**config.mk**
```make
export PLATFORM = sky130hd
export DESIGN_NAME = telemetry_frame_stuffer_core_flat
export DESIGN_NICKNAME = d
export VERILOG_FILES = /design/src/design/tfs_pkg.sv /design/src/design/tfs_in_if.sv /design/src/design/tfs_out_if.sv /design/src/design/telemetry_frame_stuffer_core.sv /design/src/design/tfs_front.sv /design/src/design/tfs_queue.sv /design/src/design/tfs_back.sv /design/src/flat_wrapper.sv
export SDC_FILE = /design/constraint.sdc
export NUM_CORES = 1
export LEC_CHECK = 0
export BUFFER_PORTS_ARGS = -buffer_cell sky130_fd_sc_hd__buf_2
export CAP_MARGIN = 15
export CORE_UTILIZATION = 50
export DETAILED_ROUTE_END_ITERATION = 10
export GPL_TIMING_DRIVEN = 0
export MAX_ROUTING_LAYER = met4
export PLACE_DENSITY_LB_ADDON = 0.1
export SYNTH_ARGS = -nofsm -noshare
export SYNTH_HDL_FRONTEND = slang
export SYNTH_SLANG_ARGS = --single-unit
export TNS_END_PERCENT = 50
```
**constraint.sdc**
```tcl
create_clock -name i_clk -period 7.8 [get_ports i_clk]
set_input_delay 0.78 -clock i_clk [delete_from_list [all_inputs] [get_ports i_clk]]
set_output_delay 0.78 -clock i_clk [all_outputs]
set_load 0.03 [all_outputs]
```
**src/design/tfs_pkg.sv**
```systemverilog
// ----------------------------------------------------------------------------
// Telemetry frame stuffer package
// Shared widths, byte codes, the queued frame record and checksum helper.
// ----------------------------------------------------------------------------
package tfs_pkg;

    localparam int TYPE_ID_W       = 16;
    localparam int VALUE_W         = 32;
    localparam int BYTE_W          = 8;
    // Header, two type id bytes and four value bytes.
    localparam int N_RAW           = 7;
    localparam int IDX_W           = 3;
    localparam int QUEUE_DEPTH_DEF = 2;

    localparam logic FUNC_DATA  = 1'b0;
    localparam logic FUNC_EMPTY = 1'b1;

    localparam logic [BYTE_W-1:0] HDR_DATA  = 8'h10;
    localparam logic [BYTE_W-1:0] HDR_EMPTY = 8'h00;
    localparam logic [BYTE_W-1:0] ESC_BYTE  = 8'h7D;
    localparam logic [BYTE_W-1:0] FLAG_BYTE = 8'h7E;
    localparam logic [BYTE_W-1:0] ESC_XOR   = 8'h20;
    localparam logic [BYTE_W-1:0] CSUM_BASE = 8'hFF;

    typedef struct packed {
        logic [N_RAW-1:0]             esc;
        logic [N_RAW-1:0][BYTE_W-1:0] raw;
    } t_frame;

    // Eight-bit sum with the carry folded back into bit zero.
    function automatic logic [BYTE_W-1:0] eac_add(input logic [BYTE_W-1:0] a,
                                                  input logic [BYTE_W-1:0] b);
        logic [BYTE_W:0] s;
        s = {1'b0, a} + {1'b0, b};
        return s[BYTE_W-1:0] + {{(BYTE_W-1){1'b0}}, s[BYTE_W]};
    endfunction

endpackage

```
**src/design/tfs_in_if.sv**
```systemverilog
// ----------------------------------------------------------------------------
// Frame request channel
// Valid/ready channel carrying one telemetry frame request per item.
// ----------------------------------------------------------------------------
interface tfs_in_if;
    logic                          valid;
    logic                          ready;
    logic                          func;
    logic [tfs_pkg::TYPE_ID_W-1:0] type_id;
    logic [tfs_pkg::VALUE_W-1:0]   value;

    modport source (output valid, func, type_id, value, input ready);
    modport sink   (input valid, func, type_id, value, output ready);
endinterface

```
**src/design/tfs_out_if.sv**
```systemverilog
// ----------------------------------------------------------------------------
// Line byte channel
// Valid/ready channel carrying one stuffed line byte per item.
// ----------------------------------------------------------------------------
interface tfs_out_if;
    logic                       valid;
    logic                       ready;
    logic [tfs_pkg::BYTE_W-1:0] out_byte;
    logic                       last_byte;

    modport source (output valid, out_byte, last_byte, input ready);
    modport sink   (input valid, out_byte, last_byte, output ready);
endinterface

```
**src/design/telemetry_frame_stuffer_core.sv**
```systemverilog
// ----------------------------------------------------------------------------
// Telemetry frame stuffer core
// Encodes telemetry frame requests into byte-stuffed serial line bytes.
// ----------------------------------------------------------------------------
// Usage:
// i_frame takes one frame request per item: func (data or empty frame),
// type_id and value. o_line gives one line byte per item, with last_byte set
// on the closing checksum byte of each frame.
// A frame gives 8 to 14 line bytes: seven frame bytes, each doubled when it
// must be escaped, and the checksum. The serialiser sends one byte per cycle
// while the receiver takes them; a request passes through the queue and then
// the output register before its first byte appears on the line.
// Requests are held in a queue of QUEUE_DEPTH frames, so new requests are
// taken while an earlier frame is still being sent, and while the last
// byte waits in the output register.
// When the receiver stalls the output byte holds and the serialiser waits;
// requests are taken until the queue is full.
// Reset empties the queue, drops any byte held on the line and clears the
// running checksum; the block accepts requests in the first cycle after it.
// ----------------------------------------------------------------------------
module telemetry_frame_stuffer_core #(
    parameter int QUEUE_DEPTH = tfs_pkg::QUEUE_DEPTH_DEF
) (
    input  logic      i_clk,
    input  logic      i_rst_n,
    tfs_in_if.sink    i_frame,
    tfs_out_if.source o_line
);
    import tfs_pkg::*;

    logic   q_full;
    logic   q_push;
    logic   q_pop;
    logic   q_valid;
    t_frame front_frame;
    t_frame head_frame;

    tfs_front u_front (
        .i_frame  (i_frame),
        .i_q_full (q_full),
        .o_push   (q_push),
        .o_frame  (front_frame)
    );

    tfs_queue #(
        .DEPTH (QUEUE_DEPTH)
    ) u_queue (
        .i_clk   (i_clk),
        .i_rst_n (i_rst_n),
        .i_push  (q_push),
        .i_frame (front_frame),
        .i_pop   (q_pop),
        .o_full  (q_full),
        .o_valid (q_valid),
        .o_frame (head_frame)
    );

    tfs_back u_back (
        .i_clk     (i_clk),
        .i_rst_n   (i_rst_n),
        .i_q_valid (q_valid),
        .i_q_frame (head_frame),
        .o_q_pop   (q_pop),
        .o_line    (o_line)
    );

endmodule

```
**src/design/tfs_front.sv**
```systemverilog
// ----------------------------------------------------------------------------
// Frame stuffer front end
// Accepts frame requests, lays out the raw bytes and marks those to escape.
// ----------------------------------------------------------------------------
module tfs_front (
    tfs_in_if.sink          i_frame,
    input  logic            i_q_full,
    output logic            o_push,
    output tfs_pkg::t_frame o_frame
);
    import tfs_pkg::*;

    logic [VALUE_W-1:0] val;

    assign i_frame.ready = !i_q_full;
    assign o_push        = i_frame.valid && !i_q_full;

    // An empty frame sends zeros in place of the value.
    assign val = (i_frame.func == FUNC_EMPTY) ? '0 : i_frame.value;

    always_comb begin
        o_frame.raw[0] = (i_frame.func == FUNC_EMPTY) ? HDR_EMPTY : HDR_DATA;
        o_frame.raw[1] = i_frame.type_id[7:0];
        o_frame.raw[2] = i_frame.type_id[15:8];
        o_frame.raw[3] = val[7:0];
        o_frame.raw[4] = val[15:8];
        o_frame.raw[5] = val[23:16];
        o_frame.raw[6] = val[31:24];
        for (int i = 0; i < N_RAW; i++) begin
            o_frame.esc[i] = (o_frame.raw[i] == FLAG_BYTE) || (o_frame.raw[i] == ESC_BYTE);
        end
    end

endmodule

```
**src/design/tfs_queue.sv**
```systemverilog
// ----------------------------------------------------------------------------
// Frame queue
// Short first-in first-out store of classified frames between front and back.
// ----------------------------------------------------------------------------
module tfs_queue #(
    parameter int DEPTH = tfs_pkg::QUEUE_DEPTH_DEF
) (
    input  logic            i_clk,
    input  logic            i_rst_n,
    input  logic            i_push,
    input  tfs_pkg::t_frame i_frame,
    input  logic            i_pop,
    output logic            o_full,
    output logic            o_valid,
    output tfs_pkg::t_frame o_frame
);
    import tfs_pkg::*;

    localparam int PTR_W = $clog2(DEPTH);
    localparam int CNT_W = $clog2(DEPTH + 1);
    localparam logic [PTR_W-1:0] LAST_PTR = PTR_W'(DEPTH - 1);
    localparam logic [CNT_W-1:0] FULL_CNT = CNT_W'(DEPTH);

    t_frame           r_mem [DEPTH];
    logic [PTR_W-1:0] r_wr_ptr, n_wr_ptr;
    logic [PTR_W-1:0] r_rd_ptr, n_rd_ptr;
    logic [CNT_W-1:0] r_count, n_count;
    logic             do_push, do_pop;

    assign o_full  = (r_count == FULL_CNT);
    assign o_valid = (r_count != '0);
    assign o_frame = r_mem[r_rd_ptr];
    assign do_push = i_push && !o_full;
    assign do_pop  = i_pop && o_valid;

    always_comb begin
        n_wr_ptr = r_wr_ptr;
        n_rd_ptr = r_rd_ptr;
        n_count  = r_count;
        if (do_push) begin
            n_wr_ptr = (r_wr_ptr == LAST_PTR) ? '0 : r_wr_ptr + 1'b1;
        end
        if (do_pop) begin
            n_rd_ptr = (r_rd_ptr == LAST_PTR) ? '0 : r_rd_ptr + 1'b1;
        end
        if (do_push && !do_pop) begin
            n_count = r_count + 1'b1;
        end else if (do_pop && !do_push) begin
            n_count = r_count - 1'b1;
        end
    end

    always_ff @(posedge i_clk) begin
        if (!i_rst_n) begin
            r_wr_ptr <= '0;
            r_rd_ptr <= '0;
            r_count  <= '0;
        end else begin
            r_wr_ptr <= n_wr_ptr;
            r_rd_ptr <= n_rd_ptr;
            r_count  <= n_count;
        end
    end

    always_ff @(posedge i_clk) begin
        if (do_push) begin
            r_mem[r_wr_ptr] <= i_frame;
        end
    end

`ifndef SYNTHESIS
    a_count_bound: assert property (@(posedge i_clk) disable iff (!i_rst_n)
        r_count <= FULL_CNT)
        else $error("frame queue count beyond depth");

    a_ptr_agree: assert property (@(posedge i_clk) disable iff (!i_rst_n)
        (r_count == '0) |-> (r_wr_ptr == r_rd_ptr))
        else $error("empty frame queue with unequal pointers");

    a_full_push: assert property (@(posedge i_clk) disable iff (!i_rst_n)
        (o_full && !do_pop) |=> (r_count == FULL_CNT))
        else $error("full frame queue changed without a pop");
`endif

endmodule

```
**src/design/tfs_back.sv**
```systemverilog
// ----------------------------------------------------------------------------
// Frame stuffer back end
// Serialises queued frames into stuffed line bytes and the closing checksum.
// ----------------------------------------------------------------------------
module tfs_back (
    input  logic            i_clk,
    input  logic            i_rst_n,
    input  logic            i_q_valid,
    input  tfs_pkg::t_frame i_q_frame,
    output logic            o_q_pop,
    tfs_out_if.source       o_line
);
    import tfs_pkg::*;

    localparam logic [IDX_W-1:0] CSUM_IDX = IDX_W'(N_RAW);

    logic [IDX_W-1:0]  r_idx, n_idx;
    logic              r_esc_phase, n_esc_phase;
    logic [BYTE_W-1:0] r_sum, n_sum;
    logic              r_out_valid, n_out_valid;
    logic [BYTE_W-1:0] r_out_byte, n_out_byte;
    logic              r_out_last, n_out_last;
    logic              advance;
    logic [BYTE_W-1:0] cur_raw;
    logic              cur_esc;

    assign advance = !r_out_valid || o_line.ready;

    always_comb begin
        cur_raw = '0;
        cur_esc = 1'b0;
        if (r_idx != CSUM_IDX) begin
            cur_raw = i_q_frame.raw[r_idx];
            cur_esc = i_q_frame.esc[r_idx];
        end
    end

    always_comb begin
        n_idx       = r_idx;
        n_esc_phase = r_esc_phase;
        n_sum       = r_sum;
        n_out_valid = r_out_valid && !o_line.ready;
        n_out_byte  = r_out_byte;
        n_out_last  = r_out_last;
        o_q_pop     = 1'b0;
        if (advance && i_q_valid) begin
            n_out_valid = 1'b1;
            if (r_idx == CSUM_IDX) begin
                // The checksum byte is sent as it is, never escaped.
                n_out_byte = CSUM_BASE - r_sum;
                n_out_last = 1'b1;
                n_idx      = '0;
                n_sum      = '0;
                o_q_pop    = 1'b1;
            end else if (cur_esc && !r_esc_phase) begin
                n_out_byte  = ESC_BYTE;
                n_out_last  = 1'b0;
                n_esc_phase = 1'b1;
            end else begin
                n_out_byte  = r_esc_phase ? (cur_raw ^ ESC_XOR) : cur_raw;
                n_out_last  = 1'b0;
                n_esc_phase = 1'b0;
                n_sum       = eac_add(r_sum, cur_raw);
                n_idx       = r_idx + 1'b1;
            end
        end
    end

    always_ff @(posedge i_clk) begin
        if (!i_rst_n) begin
            r_idx       <= '0;
            r_esc_phase <= 1'b0;
            r_sum       <= '0;
            r_out_valid <= 1'b0;
        end else begin
            r_idx       <= n_idx;
            r_esc_phase <= n_esc_phase;
            r_sum       <= n_sum;
            r_out_valid <= n_out_valid;
        end
    end

    always_ff @(posedge i_clk) begin
        r_out_byte <= n_out_byte;
        r_out_last <= n_out_last;
    end

    assign o_line.valid     = r_out_valid;
    assign o_line.out_byte  = r_out_byte;
    assign o_line.last_byte = r_out_last;

`ifndef SYNTHESIS
    a_esc_not_csum: assert property (@(posedge i_clk) disable iff (!i_rst_n)
        r_esc_phase |-> (r_idx != CSUM_IDX))
        else $error("escape pending on the checksum slot");

    a_esc_shown: assert property (@(posedge i_clk) disable iff (!i_rst_n)
        r_esc_phase |-> (r_out_valid && (r_out_byte == ESC_BYTE) && !r_out_last))
        else $error("escape pending without escape byte on the line");

    a_sum_cleared: assert property (@(posedge i_clk) disable iff (!i_rst_n)
        o_q_pop |=> ((r_sum == '0) && (r_idx == '0) && r_out_last))
        else $error("frame end did not clear the running sum");
`endif

endmodule
```
**src/flat_wrapper.sv**
```systemverilog
// flat-port wrapper written by rule: the top's interface ports become plain ports
module telemetry_frame_stuffer_core_flat import tfs_pkg::*;
#(
    parameter int QUEUE_DEPTH = tfs_pkg::QUEUE_DEPTH_DEF
)
  (i_clk, i_rst_n, i_frame_valid, i_frame_func, i_frame_type_id, i_frame_value, i_frame_ready, o_line_valid, o_line_out_byte, o_line_last_byte, o_line_ready);
  tfs_in_if i_frame_i ();
  tfs_out_if o_line_i ();
  input  logic i_clk;
  input  logic i_rst_n;
  input wire logic [$bits(i_frame_i.valid)-1:0] i_frame_valid;
  input wire logic [$bits(i_frame_i.func)-1:0] i_frame_func;
  input wire logic [$bits(i_frame_i.type_id)-1:0] i_frame_type_id;
  input wire logic [$bits(i_frame_i.value)-1:0] i_frame_value;
  output wire logic [$bits(i_frame_i.ready)-1:0] i_frame_ready;
  output wire logic [$bits(o_line_i.valid)-1:0] o_line_valid;
  output wire logic [$bits(o_line_i.out_byte)-1:0] o_line_out_byte;
  output wire logic [$bits(o_line_i.last_byte)-1:0] o_line_last_byte;
  input wire logic [$bits(o_line_i.ready)-1:0] o_line_ready;
  assign i_frame_i.valid = i_frame_valid;
  assign i_frame_i.func = i_frame_func;
  assign i_frame_i.type_id = i_frame_type_id;
  assign i_frame_i.value = i_frame_value;
  assign i_frame_ready = i_frame_i.ready;
  assign o_line_valid = o_line_i.valid;
  assign o_line_out_byte = o_line_i.out_byte;
  assign o_line_last_byte = o_line_i.last_byte;
  assign o_line_i.ready = o_line_ready;
  telemetry_frame_stuffer_core #(.QUEUE_DEPTH(QUEUE_DEPTH)) u_core (.i_clk(i_clk), .i_rst_n(i_rst_n), .i_frame(i_frame_i), .o_line(o_line_i));
endmodule
```
* Word-level counts from Yosys, hierarchy flattened
Memories as Yosys holds them, arrays and structs flattened. A register that Yosys moved wholly into a read port is not among the register bits.
Cells that the tools add are included.
** Storage, ports and cells
- Output and inout port bits :: 11
- Flip-flop bits (word level) :: 26
- Memories :: 1
- Input port bits :: 53
- RAM bits :: 120
** Memories
- u_core.u_queue.r_mem :: depth 2, width 60, read ports 1, clocked after Yosys merged registers in 1, wr ports 1, RTL line tfs_queue.sv:24 : t_frame r_mem [DEPTH];
** Operators by class
- Mux-type cells :: 27
- Add/subtract/negate cells :: 8
- Magnitude comparators :: 1
- Bitwise logic cells :: 2
- Reduce and logical (&&, ||, !) cells :: 26
- Eq/ne operators :: 18
** Operators by type and width (count)
- 8-bit by 7-bit equality test with 1-bit output (second input constant) :: 12
- 8-bit two-way mux :: 6
- 32-bit two-way mux :: 1
- 8-bit binary-select mux with 3-bit select :: 1
- 5-bit by 7-bit equality test with 1-bit output (second input constant) :: 2
- 1-bit two-way mux :: 12
- 8-bit by 8-bit adder with 9-bit output :: 1
- 8-bit by 1-bit adder with 8-bit output :: 1
- 1-bit logical AND :: 8
- 1-bit logical OR :: 8
- 8-bit subtractor (first input constant) :: 1
- 1-bit zero test :: 6
- 3-bit two-way mux :: 2
- 6-bit two-way mux :: 1
- 5-bit two-way mux :: 1
- 3-bit by 4-bit < comparator with 1-bit output (second input constant) :: 1
- 2-bit two-way mux :: 2
- 2-bit AND reduction :: 2
- 2-bit nonzero test :: 2
- 3-bit by 1-bit adder with 3-bit output (second input constant) :: 1
- 1-bit binary-select mux with 3-bit select :: 1
- 3-bit equality test (second input constant) :: 1
- 3-bit != test (second input constant) :: 1
- 1-bit adder (second input constant) :: 2
- 5 further kinds :: 6

* Logic depth before layout (Yosys ltp)
Gate-level depths: netlist (run 1).
- Depth in word-level cells :: 8
- Mapped depth :: 20

* By module
Synthesis (run 1) repeated with hierarchy kept, for this count alone.
** Second synthesis, totals
- Cell total of the unflattened synthesis :: 497
- Area total of the unflattened synthesis :: 7247.0 µm²
** By module, submodules not included
- tfs_queue :: seq. area each 3883.7 µm², cells an instance 221, times used 1, area each 4779.6 µm²
- tfs_back :: seq. area each 530.5 µm², cells an instance 195, times used 1, area each 1850.5 µm²
- tfs_front :: seq. area each 0.0 µm², cells an instance 81, times used 1, area each 616.8 µm²

* Least setup slack after synthesis (run 1)
No wires, ideal clock.
- Kind :: flip-flop to flip-flop
- Start :: register u_core.u_back.r_idx[0]
- End :: register u_core.u_back.r_sum[7]
- Cell stages (with the launch flop) :: 19
- Setup time :: 117 ps
- Setup slack :: 3510 ps
- Required time :: 7683 ps
- Path buffers :: 2
- Arrival time :: 4173 ps
- Cell sequence :: dfxtp_1 clkbuf_1 clkbuf_1 mux4_2 a221oi_1 a21oi_1 and2_1 ha_1 fa_1 a211o_1 a21boi_0 o21bai_1 a21o_1 ha_1 and3_1 nor3b_1 and4b_1 xnor2_1 a22o_1
** On the way
- Longest elaborated chain between the ends :: 7
** Ends and longest elaborated chain
- start: declaration :: RTL line tfs_back.sv:17 : logic [IDX_W-1:0] r_idx, n_idx;
- start signal: assignment :: RTL line tfs_back.sv:76 : r_idx <= n_idx;
- 8-bit binary-select mux with 3-bit select :: RTL line tfs_back.sv:33 : cur_raw = i_q_frame.raw[r_idx];
- 8-bit two-way mux (implied by the code) :: RTL line tfs_back.sv:33
- 8-bit two-way mux :: RTL line tfs_back.sv:32 : if (r_idx != CSUM_IDX) begin
- 8-bit by 8-bit adder with 9-bit output :: RTL line tfs_pkg.sv:34 : s = {1'b0, a} + {1'b0, b};
- 8-bit by 1-bit adder with 8-bit output :: RTL line tfs_pkg.sv:35 : return s[BYTE_W-1:0] + {{(BYTE_W-1){1'b0}}, s[BYTE_W]};
- 8-bit two-way mux :: RTL line tfs_back.sv:55 : end else if (cur_esc && !r_esc_phase) begin
- 8-bit two-way mux :: RTL line tfs_back.sv:48 : if (r_idx == CSUM_IDX) begin
- end signal: assignment :: RTL line tfs_back.sv:78 : r_sum <= n_sum;
- end: declaration :: RTL line tfs_back.sv:19 : logic [BYTE_W-1:0] r_sum, n_sum;
Parallel ways exist; a longest one is shown, timed or not. The select of a mux whose other input is x is not followed.
A chain may end at the register's enable or synchronous reset.

* Worst setup path in the final report (run 1)
Ends and elaborated chain as after synthesis.

==> metrics.txt, run 1 <==
Max Slew Vio Count 0; vias 3691; DRC 0; total global routing overflow 0; final setup fails 0; # port buffers 63; # hold bufs at CTS 0; Async SR Flop Fraction 0%; DRT iter0 DRCs 202; relative slew slack 36.8%; Via density 5.44; Worst Setup Path Type reg -> reg; CTS tree yes; ys flop type edfxtp_1; H-tree depth 4; Syn Nets 481; final period utilization 65.7%; Synth Warn # 0; hold slack 0.501 ns; Post-Syn Area 6190 um^2; antenna cells 0; Routed WL 12700 um; Most Used Layer, Global Route met2; distinct cell type count after synthesis 52; met1 usage 27.8%; Fin. Hold Viols 0; post-synthesis sequential area ratio 63.5%; grt met2 use 36.0%; die width 113 um; Antenna Nets Post-Route 0; worst endpoint required time 8.11 ns; EDFF count, synth 119; Clock Latency Late Sink 0.42 ns; RSZ-0062 raised after global routing no; Worst Hold Class reg -> reg; CTS Buffer Depth 2; Pwr Density 276 nW/um^2; min Tclk post-route 5.13 ns; post-CTS sizing 0; Pre-antenna DRT Iters 4; # nets final 565; actual slew at the worst max-slew pin 0.946 ns; total core area 12100 um^2; crit path max fanout 10; clk slew on worst S/H paths 0.06 ns; first-pass GRT wire length 20100 um; Starting Density 51.3%; die area 12800 um^2; postcts setup bufs 0; Int Power 1490 uW; max-cap check violation count 0; Fin Setup TNS 0 ns; Clock Skews 0.00702 ns; crit path DAT 5.43 ns; outcome completed; total CTS buffers 17; Root Driver clkbuf_16; Sw Ratio 26.0%; startpoint types register; Fillers 958; CTS Sinks 137; Sw Pwr 525 uW; Gate power share 18.5%; I/O pins 64; Total Routing Usage GR 22.6%; GPL Wtd Cong 0.824; Max Fclk 195 MHz; sequential share of power 45.0%; post-DP HPWL 9170 um; Cells after Synth 414; Area Overhead vs Synth 18.0%; Die H 113 um; peak supply drop 0.000136 V; initial antenna violation count 0; multi-input logic area 2150 um^2; count of state elements after synthesis 137; fin cells 678; syn_area_per_cell 15.0 um^2; Leak 0.00269 uW; dpl cells 647; largest net degree at the start of global routing 39; GR met3 Demand/Resource 5.78%; Worst setup EP type register; wire per inst 18.7 um; number of global-route vias before repair 3701; register area 3930 um^2; Clk network pwr share 36.6%; share of post-route cells with drive strength above 1 25.1%; row count 40
area by class of cell:
cell class                      count  share of cell area, %
Buffer                             18                   1.20
Clock buffer                       20                   5.97
Clock inverter                     11                   1.45
Inverter                            8                  0.411
Multi-Input combinational cell    251                   29.4
Sequential cell                   137                   53.8
Tap cell                          168                   2.88
Timing Repair Buffer               65                   4.86
synth_stat cells, drive strengths merged (5+ instances only):
cell / count / area share, %
mux4: 20 / 7.3
nor3: 6 / 0.48
ha: 13 / 2.6
nor2b: 37 / 3.7
and4b: 5 / 0.81
inv: 8 / 0.48
clkbuf: 12 / 0.73
buf: 6 / 0.69
a22o: 8 / 1.1
nand2b: 6 / 0.61
a211oi: 5 / 0.61
nor2: 15 / 0.91
mux2: 9 / 1.6
xnor2: 8 / 1.1
edfxtp: 119 / 58
a21oi: 18 / 1.5
nand2: 7 / 0.42
xor2: 8 / 1.1
o21ai: 12 / 0.97
mux2i: 10 / 1.6
dfxtp: 18 / 5.8
a221oi: 7 / 1.1
and2: 12 / 1.2
per-layer routing:
metal / share of wire [%] / up-vias
met4: 0.92 / 0
met2: 51 / 100
li1: - / 1786
met3: 4.5 / 8
met1: 44 / 1797
met5: 0 / -
power by group through the flow:
stage / combinational, uW / clock, uW / sequential, uW
5_1_grt: 410 / 781 / 914
4_1_cts: 375 / 751 / 908
6_report: 372 / 738 / 908
3_5_place_dp: 373 / 0 / 922
3_3_place_gp: 360 / 0 / 925
2_1_floorplan: 235 / 0 / 946
stage by stage:
stage | worst slack [ns] | instance area [um^2] | utilization (%) | total power, uW
finish | 2.67 | 7310 | 60.6 | 2020
global route | 2.30 | 7310 | 60.6 | 2110
CTS | 2.61 | 7310 | 60.6 | 2030
detailed placement | 2.67 | 6770 | 56.1 | 1290
global placement | 2.74 | 6720 | 55.7 | 1280
floorplan | 3.51 | 6190 | - | 1180
cells in the final DEF (no fill, tap or decap), types with 3 or more instances in the layout:
| cell | n |
|---|---|
| edfxtp_1 | 119 |
| buf_2 | 67 |
| nor2b_1 | 37 |
| mux4_2 | 20 |
| a21oi_1 | 18 |
| dfxtp_1 | 18 |
| clkbuf_16 | 17 |
| clkbuf_1 | 15 |
| nor2_1 | 14 |
| ha_1 | 13 |
| and2_1 | 11 |
| o21ai_0 | 11 |
| mux2i_1 | 10 |
| mux2_2 | 9 |
| inv_1 | 8 |
| xnor2_1 | 8 |
| xor2_1 | 8 |
| a22o_1 | 8 |
| nand2_1 | 7 |
| nand2b_1 | 6 |
| a221oi_1 | 6 |
| nor3_1 | 6 |
| a211oi_1 | 5 |
| and4b_1 | 5 |
| a21o_1 | 4 |
| and4_1 | 4 |
| clkinv_1 | 4 |
| nand3_1 | 3 |
| nand4_1 | 3 |
| nor3b_1 | 3 |
| clkinv_2 | 3 |
flip-flops by register name, summed over array words and instances (netlist names), 2 cells and up, named ones only:
name,count
u_core.u_queue.r_mem,110
u_core.u_back.o_line.out_byte,8
u_core.u_back.r_sum,8
u_core.u_back.r_idx,3
u_core.u_queue.r_count,2
worst max-delay path, cell delays in order, from the launching register on:
cell and delay (ns):
dfxtp_1 0.33, clkbuf_1 0.39, clkbuf_1 0.54, mux4_2 0.44
a221oi_1 0.31, a21oi_1 0.10, and2_1 0.20, ha_1 0.23
fa_1 0.45, a211o_1 0.32, a21boi_0 0.26, o21bai_1 0.15
a21o_1 0.20, ha_1 0.22, and3_1 0.19, nor3b_1 0.16
and4b_1 0.24, xnor2_1 0.12, a22o_1 0.17
path summary, 6_finish.rpt:
path              slack (ns)  depth (start not counted)                    from                      to
setup / recovery        2.67                         18  u_core.u_back.r_idx[0]  u_core.u_back.r_sum[7]
hold / removal          0.50                          1  u_core.u_back.r_sum[6]  u_core.u_back.r_sum[6]
setup reg to reg        2.67                         18  u_core.u_back.r_idx[0]  u_core.u_back.r_sum[7]
hold reg to reg         0.50                          1  u_core.u_back.r_sum[6]  u_core.u_back.r_sum[6]
cells by family (layout without fill, tap and decap cells):
kind of cell,Yosys count,count (layout),synth area share [%]
DFF,137,137,63.5
and+or+nand+nor,111,111,10.9
AOI/OAI and AO/OA,71,71,7.90
muxes,39,39,10.5
buffers and inverters,26,122,1.90
xor gates and xnor gates,16,16,2.26
adders and majority gates,14,14,2.95
Power figures use the tool's default switching activity.
==> inputs of run 2 (changes only) <==
- clock period: 7.8 -> 5.3 ns (I/O delays scaled with it)
==> run 2 against run 1 <==
Net effect: die area unchanged; non-clock buffer count did not move; fmax rose by 2.7%; critical endpoint unchanged.
==> metrics.txt, run 2 (synthesis gave the netlist of run 1 again) <==
outcome completed; number of global-route vias before repair 3701 (unchanged); CTS tree yes; max-cap check violation count 0 (unchanged); RSZ-0062 raised after global routing no; Fin Setup TNS 0 ns (unchanged); Worst Setup Path Type reg -> reg; initial antenna violation count 0 (unchanged); worst r2r dst u_core.u_back.r_sum[7]; Clock Latency Late Sink 0.42 ns (about the same); vias 3694 (+0.081%); H-tree depth 4 (unchanged); die width 113 um (unchanged); die area 12800 um^2 (unchanged); Total Routing Usage GR 22.6% (unchanged); min Tclk post-route 4.99 ns (-0.134 ns); final period utilization 94.2% (+28 points); total CTS buffers 17 (unchanged); Worst setup EP type register; Root Driver clkbuf_16; # port buffers 63 (unchanged); Pwr Total 2970 uW (+47%); largest net degree at the start of global routing 39 (unchanged); final setup fails 0 (unchanged); Critical Path Max Stage Delay 0.45 ns (-0.09 ns); Fin. Hold Viols 0 (unchanged); relative slew slack 36.7% (about the same); I/O pins 64 (unchanged); CTS Sinks 137 (unchanged); Pre-antenna DRT Iters 4 (unchanged); # nets final 565 (unchanged); commonest non-fill, non-tap cells in the layout edfxtp_1 (119), buf_2 (67), nor2b_1 (37); reg2reg setup slack 0.31 ns (-2.37 ns); Worst Hold Path EP u_core.u_queue.r_mem[0][10]; antenna cells 0 (unchanged); crit-path cells buf_6, buf_2, buf_2, mux2i_1, nor2_1, mux2i_1, a21oi_1, and2_1, ha_1, fa_1, a211o_1, a21boi_0, o21bai_1, a21o_1, ha_1, and3_1, nor3b_1, and4b_1, xnor2_1, a22o_1; Worst Reg-to-Reg Cells 20 (+2); Worst Hold Class in -> reg; CTS Buffer Depth 2 (unchanged); Antenna Nets Post-Route 0 (unchanged); Routed WL 12700 um (about the same); hold path startpoint i_frame_type_id[5]; DRT iter0 DRCs 203 (+0.50%); post-DP HPWL 9170 um (unchanged); Starting Density 51.3% (unchanged); row count 40 (unchanged); Max Fclk 200 MHz (+2.7%); Area Overhead vs Synth 18.1% (about the same); total global routing overflow 0 (unchanged); crit path max fanout 10 (unchanged); commonest non-fill, non-tap cell in the layout edfxtp_1; Max Slew Vio Count 0 (unchanged); worst endpoint required time 5.61 ns (-2.50 ns); GPL Wtd Cong 0.824 (unchanged); Worst Hold Path Cells 1 (unchanged); wire per inst 18.7 um (about the same); startpoint types register; CP max stage cell fa_1; peak supply drop 0.000200 V (+47%); Fillers 957 (-0.10%); DRC 0 (unchanged); Clock Skews 0.00706 ns (+0.0000405 ns); crit path DAT 5.30 ns (-0.13 ns); first-pass GRT wire length 20100 um (unchanged); clk slew on worst S/H paths 0.05 ns (about the same); max reg flops 110 (unchanged); Leak 0.00269 uW (+0.12%); Via density 5.45 (about the same); actual slew at the worst max-slew pin 0.947 ns (+0.0000833 ns); Pwr Density 406 nW/um^2 (+47%); postcts setup bufs 0 (unchanged); Largest Register u_core.u_queue.r_mem; share of post-route cells with drive strength above 1 25.3% (+0.20 points); total core area 12100 um^2 (unchanged); Die H 113 um (unchanged)
## run 2: metrics by stage
step,hold slack [ns],instances,util (%),instance area (um^2),setup slack [ns]
after floorplan,0.461,414,-,6190,1.01
after global placement,0.475,645,55.7,6720,0.239
after detailed placement,0.492,647,56.1,6770,0.173
after CTS,0.307,678,60.6,7310,0.106
after global routing,0.309,678,60.6,7310,0.0338
final,0.324,678,60.6,7310,0.307
## run 2: routing by layer
metal	global-route usage [%]	vias to the layer above	wire length, um
met5	-	-	0
met4	8.77	0	117
met3	5.78	8	578
met2	36.0	102	6410
met1	27.8	1798	5580
li1	-	1786	-
## run 2: report_power, final
part           leakage (uW)  internal [uW]  switching (uW)
sequential          0.00129           1300            36.1
combinational       0.00114            218             330
clock              0.000264            679             407
## run 2: worst max-delay path by stage
stage | cells past startpoint | endpoint | slack [ns] | startpoint
2_1_floorplan | 18 | u_core.u_back.r_sum[7] | 1.01 | u_core.u_back.r_idx[0]
3_5_place_dp | 18 | u_core.u_back.r_sum[7] | 0.17 | u_core.u_back.r_idx[0]
4_1_cts | 18 | u_core.u_back.r_sum[7] | 0.11 | u_core.u_back.r_idx[0]
5_1_grt | 20 | u_core.u_back.r_sum[7] | 0.03 | register
3_3_place_gp | 18 | u_core.u_back.r_sum[7] | 0.24 | u_core.u_back.r_idx[0]
6_report | 20 | u_core.u_back.r_sum[7] | 0.31 | register
## run 2: critical path, delay by kind of cell, from the launching register on
family / cells / cell delay (ns)
and+or+nand+nor: 5 / 0.86
DFF: 1 / 0.33
buffers and inverters: 3 / 0.97
muxes: 2 / 0.49
AOI/OAI and AO/OA: 6 / 1.21
xor gates and xnor gates: 1 / 0.12
adders and majority gates: 3 / 0.90
## run 2: repair_timing
action | 4_1_cts | 5_1_grt
hold buffers | 0 | 0
gates resized for setup | 0 | 2
endpoints found under the setup margin | 0 | 4
## run 2: cell type report
cell class                      count  area [um^2]  share of cell area (%)
Buffer                             18         88.8                    1.22
Clock buffer                       20          437                    5.97
Clock inverter                     11          106                    1.45
Inverter                            8         30.0                   0.411
Multi-Input combinational cell    251         2150                    29.4
Sequential cell                   137         3930                    53.8
Tap cell                          168          210                    2.88
Timing Repair Buffer               65          355                    4.86
==> inputs of run 3 (changes only) <==
- BUFFER_PORTS_ARGS: -buffer_cell sky130_fd_sc_hd__buf_2 -> not set
- DONT_BUFFER_PORTS: not set -> 1
==> run 3 against run 2 <==
Net effect: fmax increased by 0.20%; combinational power decreased by 15%; clock power increased by 7%; largest power group unchanged; highest routed layer unchanged.
==> metrics.txt, run 3 (synthesis gave the netlist of run 1 again) <==
Pwr Total 3020 uW (+1.7%); CTS Buffer Depth 2 (unchanged); setup slack after layout 0.317 ns (+0.0101 ns); Starting Density 51.3% (unchanged); wire per inst 20.7 um (+10%); Clock Latency Late Sink 0.42 ns (about the same); startpoint types register; DRC 0 (unchanged); number of global-route vias before repair 3628 (-2.0%); post-layout instance area 7040 um^2 (-3.7%); Worst setup EP type register; row count 40 (unchanged); share of post-route cells with drive strength above 1 16.1% (-9.2 points); RSZ-0062 raised after global routing no; commonest non-fill, non-tap cell in the layout edfxtp_1; total global routing overflow 0 (unchanged); Root Driver clkbuf_16; Sw Pwr 823 uW (+6.6%); Largest Register u_core.u_queue.r_mem; utilization after layout 58.4% (-2.2 points); DP Worst Slack 0.129 ns (-0.0444 ns); largest net degree at the start of global routing 38 (-2.6%); Total Routing Usage GR 22.3% (-0.28 points); clk slew on worst S/H paths 0.06 ns (about the same); Worst Setup Path Type reg -> reg; Fillers 958 (+0.10%); Clock Skews 0.0102 ns (+0.00312 ns); total core area 12100 um^2 (unchanged); final period utilization 94.0% (-0.19 points); commonest non-fill, non-tap cells in the layout edfxtp_1 (119), nor2b_1 (37), mux4_2 (20); Via density 5.74 (+5.3%); die width 113 um (unchanged); post-DP HPWL 9190 um (+0.27%); Pre-antenna DRT Iters 4 (unchanged); Antenna Nets Post-Route 0 (unchanged); CTS Sinks 137 (unchanged); placed cell area 6450 um^2 (-4.7%); relative slew slack 46.2% (+9.4 points); Gate power share 15.5% (-3.0 points); Worst Hold Class in -> reg; first-pass GRT wire length 20000 um (-0.41%); worst endpoint required time 5.61 ns (about the same); antenna cells 0 (unchanged); Leak 0.00246 uW (-8.6%); Fin Setup TNS 0 ns (unchanged); Fin. Hold Viols 0 (unchanged); I/O pins 64 (unchanged); final setup fails 0 (unchanged); Routed WL 12700 um (+0.32%); Die H 113 um (unchanged); Pwr Density 429 nW/um^2 (+5.5%); Max Fclk 201 MHz (+0.20%); Int Power 2200 uW (about the same); Clk network pwr share 38.9% (+2.3 points); crit path max fanout 10 (unchanged); outcome completed; sequential share of power 45.6% (+0.6 points); min Tclk post-route 4.98 ns (-0.0101 ns); max reg flops 110 (unchanged); crit path DAT 5.29 ns (about the same); total CTS buffers 17 (unchanged); Max Slew Vio Count 0 (unchanged); die area 12800 um^2 (unchanged); actual slew at the worst max-slew pin 0.806 ns (-0.141 ns); peak supply drop 0.000232 V (+16%); Sw Ratio 27.3% (+1.3 points); vias 3533 (-4.4%); Area Overhead vs Synth 13.7%; # port buffers 0 (-100%); initial antenna violation count 0 (unchanged); max-cap check violation count 0 (unchanged); # nets final 502 (-11%); GPL Wtd Cong 0.817 (-0.87%); H-tree depth 4 (unchanged); CTS tree yes; DRT iter0 DRCs 229 (+13%)
## run 3: cell types whose count changed in the layout (fill, tap and decap cells not counted)
cell	delta
clkinv_2	-3
clkinv_1	-3
clkinv_4	+1
inv_8	+1
clkbuf_1	-2
inv_6	+6
clkinvlp_4	+1
buf_2	-63
## run 3: power by group through the flow
stage | Combinational, uW | Clock [uW] | Sequential [uW]
floorplan | 345 | 0 | 1390
global placement | 449 | 0 | 1400
detailed placement | 470 | 0 | 1400
CTS | 472 | 1190 | 1380
global route | 516 | 1230 | 1390
finish | 468 | 1170 | 1380
## run 3: final cells by class
| class | instances | area, um^2 | share of cell area, % |
|---|---|---|---|
| Buffer | 18 | 88.8 | 1.26 |
| Clock buffer | 18 | 429 | 6.09 |
| Clock inverter | 14 | 160 | 2.27 |
| Inverter | 8 | 30.0 | 0.426 |
| Multi-Input combinational cell | 251 | 2150 | 30.5 |
| Sequential cell | 137 | 3930 | 55.9 |
| Tap cell | 168 | 210 | 2.99 |
| Timing Repair Buffer | 2 | 40.0 | 0.569 |
## run 3: per-layer routing
metal / wire, um / vias to the layer above / track usage, %
met3: 440 / 19 / 4.02
met2: 6280 / 94 / 35.4
li1: - / 1662 / -
met5: 0 / - / -
met1: 5800 / 1758 / 28.7
met4: 207 / 0 / 8.95
## run 3: timing repair
item | CTS | global route
setup endpoints to repair | 0 | 4
buffers inserted | 0 | 0
hold buffers | 0 | 0
resized for setup | 0 | 2
## run 3: through the flow
| stage | hold slack [ns] | instances |
|---|---|---|
| after floorplan | 0.461 | 414 |
| after global placement | 0.483 | 582 |
| after detailed placement | 0.488 | 584 |
| after CTS | 0.187 | 616 |
| after global routing | 0.185 | 616 |
| final | 0.196 | 616 |
## run 3: worst paths after layout
kind	cells past startpoint	to	from	slack [ns]
setup reg to reg	20	u_core.u_back.r_sum[7]	register	0.32
hold reg to reg	1	u_core.u_back.r_sum[6]	u_core.u_back.r_sum[6]	0.49
setup / recovery	20	u_core.u_back.r_sum[7]	register	0.32
hold / removal	0	u_core.u_queue.r_mem[1][16]	i_frame_type_id[11]	0.20
## run 3: worst max-delay path, cell delays in order, from the launching register on
cell,delay (ns)
dfxtp_1,0.33
buf_6,0.17
buf_2,0.38
buf_2,0.39
mux2i_1,0.31
nor2_1,0.07
mux2i_1,0.15
a21oi_1,0.13
and2_1,0.22
ha_1,0.23
fa_1,0.44
a211o_1,0.32
a21boi_0,0.27
o21bai_1,0.12
a21o_1,0.20
ha_1,0.23
and3_1,0.20
nor3b_1,0.16
and4b_1,0.23
xnor2_1,0.12
a22o_1,0.17
